`config.mk`:
```
export PLATFORM = sky130hd
export DESIGN_NAME = moving_variance_motion_detector
export DESIGN_NICKNAME = d
export VERILOG_FILES = /design/src/rtl/mvmd_pkg.sv /design/src/rtl/mvmd_ram.sv /design/src/rtl/mvmd_div.sv /design/src/rtl/moving_variance_motion_detector.sv
export SDC_FILE = /design/constraint.sdc
export NUM_CORES = 2
export LEC_CHECK = 0
export BUFFER_PORTS_ARGS = -buffer_cell sky130_fd_sc_hd__buf_2
export CAP_MARGIN = 20
export CORE_ASPECT_RATIO = 0.6
export CORE_MARGIN = 8
export CORE_UTILIZATION = 45
export DETAILED_ROUTE_END_ITERATION = 10
export PLACE_DENSITY = 0.61
export SETUP_SLACK_MARGIN = 0.05
export SLEW_MARGIN = 10
export SYNTH_ARGS = -nofsm -noshare
export SYNTH_HDL_FRONTEND = slang
export SYNTH_HIERARCHICAL = 1
export SYNTH_SLANG_ARGS = --single-unit
```
`constraint.sdc`:
```
create_clock -name clk_i -period 11.25 [get_ports clk_i]
set_input_delay 2.25 -clock clk_i [delete_from_list [all_inputs] [get_ports clk_i]]
set_output_delay 2.25 -clock clk_i [all_outputs]
set_load 0.005 [all_outputs]
```
`src/rtl/mvmd_pkg.sv`:
```
// shared constants, types and register codes of the moving-variance motion detector
// no dependencies: used by mvmd_div and moving_variance_motion_detector
`default_nettype none

package mvmd_pkg;

  // window and sample sizing
  localparam int MAX_WINDOW  = 64;
  localparam int SAMPLE_BITS = 16;

  // fixed field and register widths
  localparam int IN_W    = 16;   // input tdata
  localparam int OUT_W   = 32;   // output tdata
  localparam int WL_W    = 7;    // window length register
  localparam int THR_W   = 32;   // threshold register
  localparam int VAR_W   = 30;   // variance field
  localparam int CFG_A_W = 2;    // register index

  // derived widths
  localparam int POS_W  = $clog2(MAX_WINDOW);
  localparam int CNT_W  = $clog2(MAX_WINDOW + 1);
  localparam int SUM_W  = SAMPLE_BITS + POS_W;
  localparam int SQR_W  = 2 * SAMPLE_BITS;
  localparam int SQ_W   = SQR_W + POS_W;
  localparam int NUM_W  = SQ_W + POS_W;
  localparam int DVS_W  = 2 * CNT_W;
  localparam int PROD_W = SUM_W + SQ_W;
  localparam int DCNT_W = $clog2(NUM_W + 1);

  // reset values of the registers
  localparam logic [WL_W-1:0]  WL_RESET  = WL_W'(50);
  localparam logic [THR_W-1:0] THR_RESET = THR_W'(65536);

  localparam logic [VAR_W-1:0] VAR_MAX = {VAR_W{1'b1}};

  // register indexes
  localparam logic [CFG_A_W-1:0] REG_WINDOW_LENGTH = CFG_A_W'(0);
  localparam logic [CFG_A_W-1:0] REG_THRESHOLD     = CFG_A_W'(1);

endpackage

`default_nettype wire

```
`src/rtl/mvmd_ram.sv`:
```
// generic single-write, single-read ram with registered read data
// no dependencies
`default_nettype none

module mvmd_ram #(
  parameter int WIDTH = 16,
  parameter int DEPTH = 64
) (
  input  wire logic                     clk_i,
  input  wire logic                     we_i,
  input  wire logic [$clog2(DEPTH)-1:0] waddr_i,
  input  wire logic [WIDTH-1:0]         wdata_i,
  input  wire logic                     re_i,
  input  wire logic [$clog2(DEPTH)-1:0] raddr_i,
  output logic      [WIDTH-1:0]         rdata_o
);

  logic [WIDTH-1:0] mem_q [DEPTH];

  always_ff @(posedge clk_i) begin
    if (we_i) begin
      mem_q[waddr_i] <= wdata_i;
    end
    if (re_i) begin
      rdata_o <= mem_q[raddr_i];
    end
  end

endmodule

`default_nettype wire

```
`src/rtl/mvmd_div.sv`:
```
// iterative restoring divider, one quotient bit per cycle
// depends on mvmd_pkg
`default_nettype none

module mvmd_div (
  input  wire logic                        clk_i,
  input  wire logic                        rst_ni,
  input  wire logic                        start_i,
  input  wire logic [mvmd_pkg::NUM_W-1:0]  dividend_i,
  input  wire logic [mvmd_pkg::DVS_W-1:0]  divisor_i,
  output logic                             done_o,
  output logic      [mvmd_pkg::NUM_W-1:0]  quot_o
);

  logic                           busy_q, busy_d;
  logic                           done_q, done_d;
  logic [mvmd_pkg::DCNT_W-1:0]    cnt_q, cnt_d;
  logic [mvmd_pkg::NUM_W-1:0]     quo_q, quo_d;
  logic [mvmd_pkg::DVS_W-1:0]     rem_q, rem_d;
  logic [mvmd_pkg::DVS_W-1:0]     dvs_q, dvs_d;
  logic [mvmd_pkg::DVS_W:0]       trial;
  logic                           fits;

  // shift in the next dividend bit and try the subtract
  assign trial = {rem_q, quo_q[mvmd_pkg::NUM_W-1]};
  assign fits  = trial >= {1'b0, dvs_q};

  always_comb begin
    busy_d = busy_q;
    done_d = 1'b0;
    cnt_d  = cnt_q;
    quo_d  = quo_q;
    rem_d  = rem_q;
    dvs_d  = dvs_q;
    if (start_i) begin
      busy_d = 1'b1;
      cnt_d  = mvmd_pkg::DCNT_W'(mvmd_pkg::NUM_W);
      quo_d  = dividend_i;
      rem_d  = '0;
      dvs_d  = divisor_i;
    end else if (busy_q) begin
      rem_d = fits ? mvmd_pkg::DVS_W'(trial - {1'b0, dvs_q})
                   : mvmd_pkg::DVS_W'(trial);
      quo_d = {quo_q[mvmd_pkg::NUM_W-2:0], fits};
      cnt_d = cnt_q - mvmd_pkg::DCNT_W'(1);
      if (cnt_q == mvmd_pkg::DCNT_W'(1)) begin
        busy_d = 1'b0;
        done_d = 1'b1;
      end
    end
  end

  always_ff @(posedge clk_i or negedge rst_ni) begin
    if (!rst_ni) begin
      busy_q <= 1'b0;
      done_q <= 1'b0;
      cnt_q  <= '0;
    end else begin
      busy_q <= busy_d;
      done_q <= done_d;
      cnt_q  <= cnt_d;
    end
  end

  always_ff @(posedge clk_i) begin
    quo_q <= quo_d;
    rem_q <= rem_d;
    dvs_q <= dvs_d;
  end

  assign done_o = done_q;
  assign quot_o = quo_q;

  // partial remainder never reaches the divisor
  a_rem_below_dvs: assert property (@(posedge clk_i) disable iff (!rst_ni)
    (busy_q && dvs_q != '0) |-> (rem_q < dvs_q))
    else $error("divider remainder not below divisor");

  // completion pulse only once the iteration has stopped
  a_done_idle: assert property (@(posedge clk_i) disable iff (!rst_ni)
    done_q |-> !busy_q)
    else $error("divider done while still busy");

  // a start loads a full run of steps
  a_start_loads: assert property (@(posedge clk_i) disable iff (!rst_ni)
    start_i |=> (busy_q && cnt_q == mvmd_pkg::DCNT_W'(mvmd_pkg::NUM_W)))
    else $error("divider start did not load the step count");

endmodule

`default_nettype wire

```
`src/rtl/moving_variance_motion_detector.sv`:
```
// top level of the moving-variance motion detector: sequencer, shared multiplier, sums
// depends on mvmd_pkg, mvmd_ram and mvmd_div
`default_nettype none

// usage
//   input beats (s_axis) carry one unsigned q8.8 sample each; output beats (m_axis)
//   carry the motion flag, the q14.16 window variance and the window-full flag
//   for that sample, exactly one output beat per input beat
//   configuration writes (cfg_we_i, cfg_index_i, cfg_wdata_i) take effect at the
//   clock edge; index 0 sets the window length and clears the window, index 1 sets
//   the threshold; writes are expected only while the block is idle
// timing
//   one sample is worked on at a time; s_axis_tready_o is high only in the idle state
//   before the window is full a beat passes through the old, new, update and final
//   states; with the window full it also passes through the three multiply states,
//   the numerator state and the divider wait, which is set by the 44-step restoring
//   divider that computes (n*sumsq - sum^2) / (n*n) one quotient bit per cycle;
//   the products before it go one per cycle through a single shared multiplier
// reset and stalls
//   reset empties the window, clears the sums and the motion flag and loads the
//   default window length 50 and threshold 1.0; the window memory itself is not cleared
//   the result sits in an output register, so the next sample is accepted while a
//   finished beat still waits; a further result waits in the final state until the
//   output register is free
module moving_variance_motion_detector (
  input  wire logic                          clk_i,
  input  wire logic                          rst_ni,
  // slave side: [15:0] sample
  input  wire logic                          s_axis_tvalid_i,
  output logic                               s_axis_tready_o,
  input  wire logic [mvmd_pkg::IN_W-1:0]     s_axis_tdata_i,
  // master side: [0] motion, [30:1] variance, [31] window_full
  output logic                               m_axis_tvalid_o,
  input  wire logic                          m_axis_tready_i,
  output logic      [mvmd_pkg::OUT_W-1:0]    m_axis_tdata_o,
  // configuration write port
  input  wire logic                          cfg_we_i,
  input  wire logic [mvmd_pkg::CFG_A_W-1:0]  cfg_index_i,
  input  wire logic [mvmd_pkg::THR_W-1:0]    cfg_wdata_i
);

  typedef enum logic [9:0] {
    S_IDLE = 10'b00_0000_0001,
    S_OLD  = 10'b00_0000_0010,  // square the evicted sample
    S_NEW  = 10'b00_0000_0100,  // square the new sample
    S_UPD  = 10'b00_0000_1000,  // update sums, window and pointers
    S_MA   = 10'b00_0001_0000,  // n * sumsq
    S_MB   = 10'b00_0010_0000,  // sum * sum
    S_MN   = 10'b00_0100_0000,  // n * n
    S_SUB  = 10'b00_1000_0000,  // numerator, divider start
    S_DIV  = 10'b01_0000_0000,  // wait for the quotient
    S_FIN  = 10'b10_0000_0000   // flag update and output load
  } state_e;

  state_e state_q, state_d;

  // configuration
  logic [mvmd_pkg::WL_W-1:0]   wl_q, wl_d;
  logic [mvmd_pkg::THR_W-1:0]  thr_q, thr_d;

  // window bookkeeping
  logic [mvmd_pkg::POS_W-1:0]  pos_q, pos_d;       // next write position
  logic [mvmd_pkg::CNT_W-1:0]  fill_q, fill_d;
  logic [mvmd_pkg::SUM_W-1:0]  sum_q, sum_d;
  logic [mvmd_pkg::SQ_W-1:0]   sq_q, sq_d;
  logic                        motion_q, motion_d;

  // per-beat working registers
  logic [mvmd_pkg::SAMPLE_BITS-1:0] smp_q, smp_d;
  logic [mvmd_pkg::SAMPLE_BITS-1:0] old_q, old_d;
  logic [mvmd_pkg::SQR_W-1:0]       oldsq_q, oldsq_d;
  logic [mvmd_pkg::POS_W-1:0]       wpos_q, wpos_d;    // position of this beat
  logic                             evict_q, evict_d;
  logic                             full_q, full_d;
  logic [mvmd_pkg::NUM_W-1:0]       a_q, a_d;
  logic [mvmd_pkg::NUM_W-1:0]       b_q, b_d;
  logic [mvmd_pkg::VAR_W-1:0]       var_q, var_d;

  // output register
  logic                             out_valid_q, out_valid_d;
  logic [mvmd_pkg::OUT_W-1:0]       out_data_q, out_data_d;

  // shared multiplier
  logic [mvmd_pkg::SUM_W-1:0]  mul_a;
  logic [mvmd_pkg::SQ_W-1:0]   mul_b;
  logic [mvmd_pkg::PROD_W-1:0] prod_q;

  // window memory
  logic                             ram_re, ram_we;
  logic [mvmd_pkg::SAMPLE_BITS-1:0] ram_rdata;

  // divider
  logic                        div_start;
  logic [mvmd_pkg::NUM_W-1:0]  div_num;
  logic                        div_done;
  logic [mvmd_pkg::NUM_W-1:0]  div_quot;

  logic [mvmd_pkg::CNT_W-1:0]  n_eff;
  logic [mvmd_pkg::POS_W-1:0]  pos_eff;
  logic [mvmd_pkg::CNT_W-1:0]  pos_inc;
  logic [mvmd_pkg::CNT_W-1:0]  fill_new;
  logic [mvmd_pkg::SAMPLE_BITS-1:0] old_smp;
  logic                        in_beat, out_free;
  logic [mvmd_pkg::THR_W-1:0]  var_ext;
  logic                        flag_new;

  // length zero acts as one, lengths beyond the window act as the full window
  always_comb begin
    if (wl_q == '0) begin
      n_eff = mvmd_pkg::CNT_W'(1);
    end else if (32'(wl_q) > mvmd_pkg::MAX_WINDOW) begin
      n_eff = mvmd_pkg::CNT_W'(mvmd_pkg::MAX_WINDOW);
    end else begin
      n_eff = mvmd_pkg::CNT_W'(wl_q);
    end
  end

  assign pos_eff  = (mvmd_pkg::CNT_W'(pos_q) >= n_eff) ? '0 : pos_q;
  assign pos_inc  = mvmd_pkg::CNT_W'(wpos_q) + mvmd_pkg::CNT_W'(1);
  assign fill_new = evict_q ? n_eff : fill_q + mvmd_pkg::CNT_W'(1);
  assign old_smp  = evict_q ? ram_rdata : '0;

  assign s_axis_tready_o = (state_q == S_IDLE);
  assign in_beat         = s_axis_tvalid_i && s_axis_tready_o;
  assign out_free        = !out_valid_q || m_axis_tready_i;

  // hysteresis: set above, clear below, hold on equality
  assign var_ext  = mvmd_pkg::THR_W'(var_q);
  assign flag_new = motion_q ? !(var_ext < thr_q) : (var_ext > thr_q);

  // operand selection for the shared multiplier
  always_comb begin
    mul_a = '0;
    mul_b = '0;
    unique case (state_q)
      S_OLD: begin
        mul_a = mvmd_pkg::SUM_W'(old_smp);
        mul_b = mvmd_pkg::SQ_W'(old_smp);
      end
      S_NEW: begin
        mul_a = mvmd_pkg::SUM_W'(smp_q);
        mul_b = mvmd_pkg::SQ_W'(smp_q);
      end
      S_MA: begin
        mul_a = mvmd_pkg::SUM_W'(n_eff);
        mul_b = sq_q;
      end
      S_MB: begin
        mul_a = sum_q;
        mul_b = mvmd_pkg::SQ_W'(sum_q);
      end
      S_MN: begin
        mul_a = mvmd_pkg::SUM_W'(n_eff);
        mul_b = mvmd_pkg::SQ_W'(n_eff);
      end
      default: begin
        mul_a = '0;
        mul_b = '0;
      end
    endcase
  end

  always_ff @(posedge clk_i) begin
    prod_q <= mul_a * mul_b;
  end

  assign ram_re    = in_beat;
  assign ram_we    = (state_q == S_UPD);
  assign div_start = (state_q == S_SUB);
  assign div_num   = (a_q >= b_q) ? a_q - b_q : '0;

  // sequencer and datapath
  always_comb begin
    state_d     = state_q;
    wl_d        = wl_q;
    thr_d       = thr_q;
    pos_d       = pos_q;
    fill_d      = fill_q;
    sum_d       = sum_q;
    sq_d        = sq_q;
    motion_d    = motion_q;
    smp_d       = smp_q;
    old_d       = old_q;
    oldsq_d     = oldsq_q;
    wpos_d      = wpos_q;
    evict_d     = evict_q;
    full_d      = full_q;
    a_d         = a_q;
    b_d         = b_q;
    var_d       = var_q;
    out_valid_d = out_valid_q && !m_axis_tready_i;
    out_data_d  = out_data_q;

    unique case (state_q)
      S_IDLE: begin
        if (in_beat) begin
          smp_d   = mvmd_pkg::SAMPLE_BITS'(s_axis_tdata_i);
          wpos_d  = pos_eff;
          evict_d = fill_q >= n_eff;
          state_d = S_OLD;
        end
      end
      S_OLD: begin
        old_d   = old_smp;
        state_d = S_NEW;
      end
      S_NEW: begin
        oldsq_d = mvmd_pkg::SQR_W'(prod_q);
        state_d = S_UPD;
      end
      S_UPD: begin
        sum_d  = sum_q - mvmd_pkg::SUM_W'(old_q) + mvmd_pkg::SUM_W'(smp_q);
        sq_d   = sq_q - mvmd_pkg::SQ_W'(oldsq_q) + mvmd_pkg::SQ_W'(prod_q);
        fill_d = fill_new;
        pos_d  = (pos_inc >= n_eff) ? '0 : mvmd_pkg::POS_W'(pos_inc);
        full_d = fill_new >= n_eff;
        if (fill_new >= n_eff) begin
          state_d = S_MA;
        end else begin
          var_d   = '0;
          state_d = S_FIN;
        end
      end
      S_MA: begin
        state_d = S_MB;
      end
      S_MB: begin
        a_d     = mvmd_pkg::NUM_W'(prod_q);
        state_d = S_MN;
      end
      S_MN: begin
        b_d     = mvmd_pkg::NUM_W'(prod_q);
        state_d = S_SUB;
      end
      S_SUB: begin
        state_d = S_DIV;
      end
      S_DIV: begin
        if (div_done) begin
          // saturate quotients that do not fit the variance field
          if ((div_quot >> mvmd_pkg::VAR_W) != '0) begin
            var_d = mvmd_pkg::VAR_MAX;
          end else begin
            var_d = mvmd_pkg::VAR_W'(div_quot);
          end
          state_d = S_FIN;
        end
      end
      S_FIN: begin
        if (out_free) begin
          motion_d    = flag_new;
          out_valid_d = 1'b1;
          out_data_d  = {full_q, var_q, flag_new};
          state_d     = S_IDLE;
        end
      end
      default: begin
        state_d = S_IDLE;
      end
    endcase

    // register writes
    if (cfg_we_i) begin
      unique case (cfg_index_i)
        mvmd_pkg::REG_WINDOW_LENGTH: begin
          wl_d   = mvmd_pkg::WL_W'(cfg_wdata_i);
          pos_d  = '0;
          fill_d = '0;
          sum_d  = '0;
          sq_d   = '0;
        end
        mvmd_pkg::REG_THRESHOLD: begin
          thr_d = cfg_wdata_i;
        end
        default: begin
          thr_d = thr_q;
        end
      endcase
    end
  end

  always_ff @(posedge clk_i or negedge rst_ni) begin
    if (!rst_ni) begin
      state_q     <= S_IDLE;
      wl_q        <= mvmd_pkg::WL_RESET;
      thr_q       <= mvmd_pkg::THR_RESET;
      pos_q       <= '0;
      fill_q      <= '0;
      sum_q       <= '0;
      sq_q        <= '0;
      motion_q    <= 1'b0;
      out_valid_q <= 1'b0;
    end else begin
      state_q     <= state_d;
      wl_q        <= wl_d;
      thr_q       <= thr_d;
      pos_q       <= pos_d;
      fill_q      <= fill_d;
      sum_q       <= sum_d;
      sq_q        <= sq_d;
      motion_q    <= motion_d;
      out_valid_q <= out_valid_d;
    end
  end

  always_ff @(posedge clk_i) begin
    smp_q      <= smp_d;
    old_q      <= old_d;
    oldsq_q    <= oldsq_d;
    wpos_q     <= wpos_d;
    evict_q    <= evict_d;
    full_q     <= full_d;
    a_q        <= a_d;
    b_q        <= b_d;
    var_q      <= var_d;
    out_data_q <= out_data_d;
  end

  mvmd_ram #(
    .WIDTH (mvmd_pkg::SAMPLE_BITS),
    .DEPTH (mvmd_pkg::MAX_WINDOW)
  ) u_window (
    .clk_i   (clk_i),
    .we_i    (ram_we),
    .waddr_i (wpos_q),
    .wdata_i (smp_q),
    .re_i    (ram_re),
    .raddr_i (pos_eff),
    .rdata_o (ram_rdata)
  );

  mvmd_div u_div (
    .clk_i      (clk_i),
    .rst_ni     (rst_ni),
    .start_i    (div_start),
    .dividend_i (div_num),
    .divisor_i  (mvmd_pkg::DVS_W'(prod_q)),
    .done_o     (div_done),
    .quot_o     (div_quot)
  );

  assign m_axis_tvalid_o = out_valid_q;
  assign m_axis_tdata_o  = out_data_q;

  // fill level never exceeds the effective window length
  a_fill_bound: assert property (@(posedge clk_i) disable iff (!rst_ni)
    fill_q <= n_eff)
    else $error("fill count above window length");

  // write pointer stays inside the window
  a_pos_bound: assert property (@(posedge clk_i) disable iff (!rst_ni)
    mvmd_pkg::CNT_W'(pos_q) < n_eff)
    else $error("write position outside window");

  // the quotient only arrives while the sequencer waits for it
  a_div_in_wait: assert property (@(posedge clk_i) disable iff (!rst_ni)
    div_done |-> (state_q == S_DIV))
    else $error("divider finished outside the wait state");

endmodule

`default_nettype wire
```
# Word level (Yosys, flattened, before mapping)
# Memories as Yosys holds them, arrays and structs flattened. A register that Yosys moved wholly into a read port is not among the register bits.
# Index checks and enable logic that the tools add are counted.
[totals]
inputBits = 55
memories = 1
register_bits = 470
ram_bits = 1024
out_inout_bits = 34
[mem_list]
columns = ["name", "depth", "width", "rd", "rd_ports_with_merged_regs", "write_ports", "line", "text"]
rows = [
  ["u_window.mem_q", 64, 16, 1, 1, 1, "mvmd_ram.sv:18", "logic [WIDTH-1:0] mem_q [DEPTH];"],
]
[op_classes]
multipliers = 1
addsub = 9
reduce_logical = 18
n_lt_le_gt_ge = 9
eq_ne = 16
n_mux = 46
[ops]
columns = ["operator", "n"]
rows = [
  ["$pmux 38 s5", 1],
  ["$mux 44", 3],
  ["$mux 38", 3],
  ["$pmux 10 s10", 1],
  ["$mux 30", 3],
  ["$pmux 22 s4", 1],
  ["$mux 22", 3],
  ["$pmux 30 s2", 1],
  ["$ge 44x44->1", 1],
  ["$mul 22x38->44", 1],
  ["$reduce_bool 44->1", 1],
  ["$sub 44x44->44", 1],
  ["$mux 6", 7],
  ["$mux 7", 6],
  ["$mux 10", 4],
  ["$add 38x38->38", 1],
  ["$sub 38x32->38", 1],
  ["$gt 30x32->1", 1],
  ["$lt 30x32->1", 1],
  ["$add 22x16->22", 1],
  ["$sub 22x16->22", 1],
  ["$ge 7x7->1", 3],
  ["$mux 16", 1],
  ["$ge 15x14->1", 1],
  ["31 further kinds", 51],
]

# Depth between registers and ports, before layout
[logic_depth]
word_depth = 8
depth_mapped = 35
depth_no_buf = 31

# Hierarchy
# Netlist, hierarchy kept.
[by_module_without_submodules]
columns = ["module", "seq_area_each_um2", "area_each_um2", "instances", "cells_per_inst"]
rows = [
  ["moving_variance_motion_detector", 10656.5, 42250.5, 1, 4437],
  ["mvmd_ram", 31230.0, 40202.3, 1, 1829],
  ["mvmd_div", 2222.1, 4096.4, 1, 325],
]

# Worst setup path before layout
# No wires, ideal clock.
[synth_path]
path_kind = "register -> register"
startpoint = "reg state_q[1]"
endpoint = "reg prod_q[37] (netlist name)"
path_stages_with_launch = 29
arrival_time_ns = 8.883
slack_ns = 2.288
t_required_ns = 11.171
cell_sequence = "dfrtp_1 clkbuf_1 nor4_2 and4_1 clkbuf_1 a22oi_1 nand2_1 clkbuf_1 nand2_1 fa_1 inv_1 fa_1 inv_1 fa_1 inv_1 fa_1 fa_1 fa_1 fa_1 ha_1 a21oi_1 o22ai_1 nor4_1 o21bai_1 a41o_1 a221o_1 a21o_1 a2111o_1 o211ai_1"
[synth_via]
elab_chain_len = 4
word_cells_on_any_way = 9
cone_classes = "mul (1); eq/ne (5); mux (2); reduce/logical (1)"
[synth_lines]
columns = ["item", "line", "text"]
rows = [
  ["start, declared", "moving_variance_motion_detector.sv:55", "state_e state_q, state_d;"],
  ["start signal, assigned", "moving_variance_motion_detector.sv:294", "state_q <= state_d;"],
  ["$eq 10x7->1 or $eq 10x5->1 (tied branches)", "moving_variance_motion_detector.sv:135", "unique case (state_q)"],
  ["$reduce_or 2->1 (no line)", "-", ""],
  ["$pmux 22 s4", "moving_variance_motion_detector.sv:135", ""],
  ["$mul 22x38->44 (*)", "moving_variance_motion_detector.sv:164", "prod_q <= mul_a * mul_b;"],
  ["end signal, assigned", "moving_variance_motion_detector.sv:164", ""],
  ["end, declared", "moving_variance_motion_detector.sv:86", "logic [mvmd_pkg::PROD_W-1:0] prod_q;"],
]
# Mark *: on every way between the ends. The rest lies on a longest branch, timed or not.
# A chain may end at the register's enable or synchronous reset.

# Worst setup path after layout
[layout_path]
startpoint = "reg state_q[6]"
endpoint = "reg prod_q[38] (netlist name)"
# Same word-level chain as after synthesis.

==> load_flow_metrics.sql <==
INSERT INTO impl_metrics (metric_group, metric, value, unit) VALUES
('outcome', 'status', 'complete, no violations', ''),
('hold_path', 'holdCritPathClass', 'reg2reg', ''),
('hold_path', 'hold_end', 'm_axis_tdata_o[24]', ''),
('final_layout', 'layout.cells.most_common_list', 'sky130_fd_sc_hd__edfxtp_1 (1320), sky130_fd_sc_hd__inv_1 (970), sky130_fd_sc_hd__nand2_1 (707), sky130_fd_sc_hd__fa_1 (650), sky130_fd_sc_hd__nor2_1 (373)', ''),
('cts', 'holdBufCountCts', '0', ''),
('synth', 'number_of_enable_flip_flop_cells_after_synthesis', '1320', ''),
('synth', 'synth_async_reset_ratio', '8.742', '%'),
('cts', 'cts_tree', 'built', ''),
('routing', 'detail_route.vias_per_cell', '5.575', ''),
('sta', 'final.period_utilization', '92.77', '%'),
('sta', 'setup_viol', '0', ''),
('routing', 'antenna_violating_nets_post_route', '0', ''),
('sta', 'rsz0062_at_grt', 'false', ''),
('sta', 'fin_hold_ws', '0.4565', 'ns'),
('synth', 'synthesis.area_per_instance', '13.13', 'um^2'),
('place', 'hpwlAfterDp', '167400', 'um'),
('synth', 'synth_cell_type_count', '101', ''),
('hold_path', 'worst_hold_startpoint', 'var_q[23]', ''),
('routing', 'drcViolationCount', '0', ''),
('synth', 'ys_dominant_reg_cell', 'sky130_fd_sc_hd__edfxtp_1', ''),
('cts', 'clock_transition_at_the_registers_of_the_reported_paths', '0.07', 'ns'),
('power', 'ir_drop', '0.3716', 'mV'),
('worst_setup_path', 'critical-path-slowest-cell', 'sky130_fd_sc_hd__nor3b_4', ''),
('synth', 'syn-cell-area', '86550', 'um^2'),
('sta', 'setup-tns-final', '0', 'ns'),
('grt', 'largest_net_degree_at_the_start_of_global_routing', '140', ''),
('synth', 'yosysWarnings', '6', ''),
('routing', 'route.detailed.wl_per_inst', '24.59', 'um'),
('die', 'full_die_area', '207100', 'um^2'),
('worst_setup_path', 'startpoint_type', 'flop', ''),
('worst_setup_path', 'worstSetupEndpointType', 'flop', ''),
('worst_setup_path', 'r2r_cells', '30', ''),
('final_layout', 'drive_above_1_share', '12.46', '%'),
('cts', 'cts-htree-levels', '4', ''),
('power', 'power.density', '167.5', 'nW/um^2'),
('grt', 'grt_antenna_before_repair', '17', ''),
('die', 'floorplan.die.height', '355.7', 'um'),
('cts', 'clkLatencyLatePin', '0.80', 'ns'),
('sta', 'max_slew_margin', '17.04', '%'),
('final_layout', 'layout.nets', '7817', ''),
('die', 'initial_utilization', '45.35', '%'),
('cts', 'clock_tree.buffer_depth', '4', ''),
('synth', 'synthCells', '6591', ''),
('worst_setup_path', 'rr_startpoint', 'state_q[6]', ''),
('die', 'io-pin-count', '89', ''),
('cts', 'cts-resized-gates', '0', ''),
('grt', 'number_of_global_route_vias_before_repair', '52520', ''),
('sta', 'report.final.slew_viol_count', '0', ''),
('cts', 'cts.repair_timing.setup_buffer_count', '0', ''),
('routing', 'totalWireLength', '232800', 'um'),
('final_layout', 'layout.cells.most_common', 'sky130_fd_sc_hd__edfxtp_1', ''),
('worst_setup_path', 'timing.rr.end', 'prod_q[38]', ''),
('grt', 'grt.total_usage', '22.24', '%'),
('sta', 'finalCriticalPeriod', '10.44', 'ns'),
('sta', 'worst_clock_skew', '0.05436', 'ns'),
('grt', 'global_route_wire_length_before_repair', '346300', 'um'),
('place', 'place_congestion', '0.9346', ''),
('synth', 'yosysSeqAreaShare', '50.96', '%'),
('routing', 'detailedRoute.firstIterationViolations', '5685', ''),
('sta', 'report.final.hold_viol_count', '0', ''),
('sta', 'timing.fmax', '95.82', 'MHz'),
('synth', 'synth_seq_cells', '1510', ''),
('worst_setup_path', 'cp_data_arrival_time', '11.16', 'ns'),
('worst_setup_path', 'critical_path_peak_fanout', '16', ''),
('die', 'die_x', '582.2', 'um'),
('cts', 'clock-sinks', '1510', ''),
('cts', 'root_buffer', 'sky130_fd_sc_hd__clkbuf_16', ''),
('hold_path', 'hold-path-cell-count', '0', ''),
('place', 'place.port_buffers', '88', ''),
('grt', 'globalRoute.totalOverflow', '0', ''),
('power', 'static-leakage-power', '36.50', 'nW');
## Yosys cell counts, drive strengths merged, types with 54 or more instances
master	number	area, um^2
a21oi	210	1051
a21o	90	675.7
edfxtp	1320	39640
clkbuf	154	586.8
buf	127	882.1
xnor2	94	823.3
nand3	71	355.3
nand2	708	2665
ha	289	3616
mux4	224	5060
and2	68	425.4
nor2b	65	406.6
mux2	108	1216
dfxtp	58	1161
fa	650	13010
xor2	54	473.0
nor2	385	1450
mux2i	98	980.9
inv	971	3645
o21ai	112	564.3
dfrtp	127	3178
## cells by family after synthesis
logic type / count (synthesis) / share of synthesized area [%]
flops: 1510 / 50.96
fa+ha+maj: 939 / 19.21
mux: 430 / 8.385
simple gates: 1544 / 8.064
compound gates: 762 / 5.943
buf+inv: 1256 / 5.926
other cells: 2 / 0.008677
xor+xnor: 148 / 1.498
## worst max-delay path: cells and delay by family (launching register included)
kind | cells | cell delay, ns
buffers and inverters | 6 | 1.15
AOI/OAI and AO/OA | 4 | 1.35
DFF | 1 | 0.45
adders and majority gates | 8 | 4.11
and+or+nand+nor | 11 | 3.12
xor gates and xnor gates | 1 | 0.15
## per-stage QoR
stage	util, %	total power [mW]	setup slack (ns)	cells	area, um^2
final	49.96	15.97	0.8137	9465	95350
after global routing	49.95	16.76	0.2449	9455	95320
after CTS	49.92	15.95	0.9423	9449	95260
after detailed placement	47.41	10.94	0.9713	9183	90480
after global placement	47.41	10.87	1.196	9183	90480
after floorplan	-	9.575	2.288	6694	86940
## power breakdown
group	internal (mW)	switching, mW	leakage, nW
Sequential	6.49	0.190	14.0
Combinational	1.58	2.71	20.1
Clock	2.83	2.17	2.32
Total	10.9	5.07	36.5
## worst max path at each step
stage | start | end | slack (ns) | cells after the start
global placement | state_q[6] | prod_q[43] | 1.20 | 30
detailed placement | state_q[6] | prod_q[38] | 0.97 | 30
global route | state_q[6] | prod_q[42] | 0.24 | 29
finish | state_q[6] | prod_q[38] | 0.81 | 30
floorplan | state_q[1] | prod_q[37] | 2.29 | 28
CTS | state_q[6] | prod_q[42] | 0.94 | 29
## flip-flops by register name, indices dropped and copies added, names as in the netlist, 22 cells and up
name            flops
var_q              30
u_window/mem_q   1024
b_q                44
prod_q             44
a_q                44
sum_q              22
oldsq_q            32
m_axis_tdata_o     32
sq_q               38
u_div/quot_o       44
thr_q              32
## cell type report
cell class / instances / area, um^2
diodes: 11 / 27.53
clock buffers: 199 / 4105
clock inverters: 67 / 666.9
fillers: 16450 / 95490
inverters: 975 / 3660
multi-input cells: 3928 / 37850
flip-flops and latches: 1510 / 44110
well taps: 2520 / 3153
repair buffers: 255 / 1778
## routing by layer
| metal | vias up | GRT usage [%] | share of wire (%) |
|---|---|---|---|
| met2 | 2383 | 27.26 | 36 |
| met3 | 241 | 11.19 | 15 |
| li1 | 23190 | - | - |
| met5 | - | 0 | 0.035 |
| met4 | 12 | 3.422 | 1.4 |
| met1 | 26940 | 34.92 | 47 |
No activity file was read; power rests on OpenSTA's default activity.
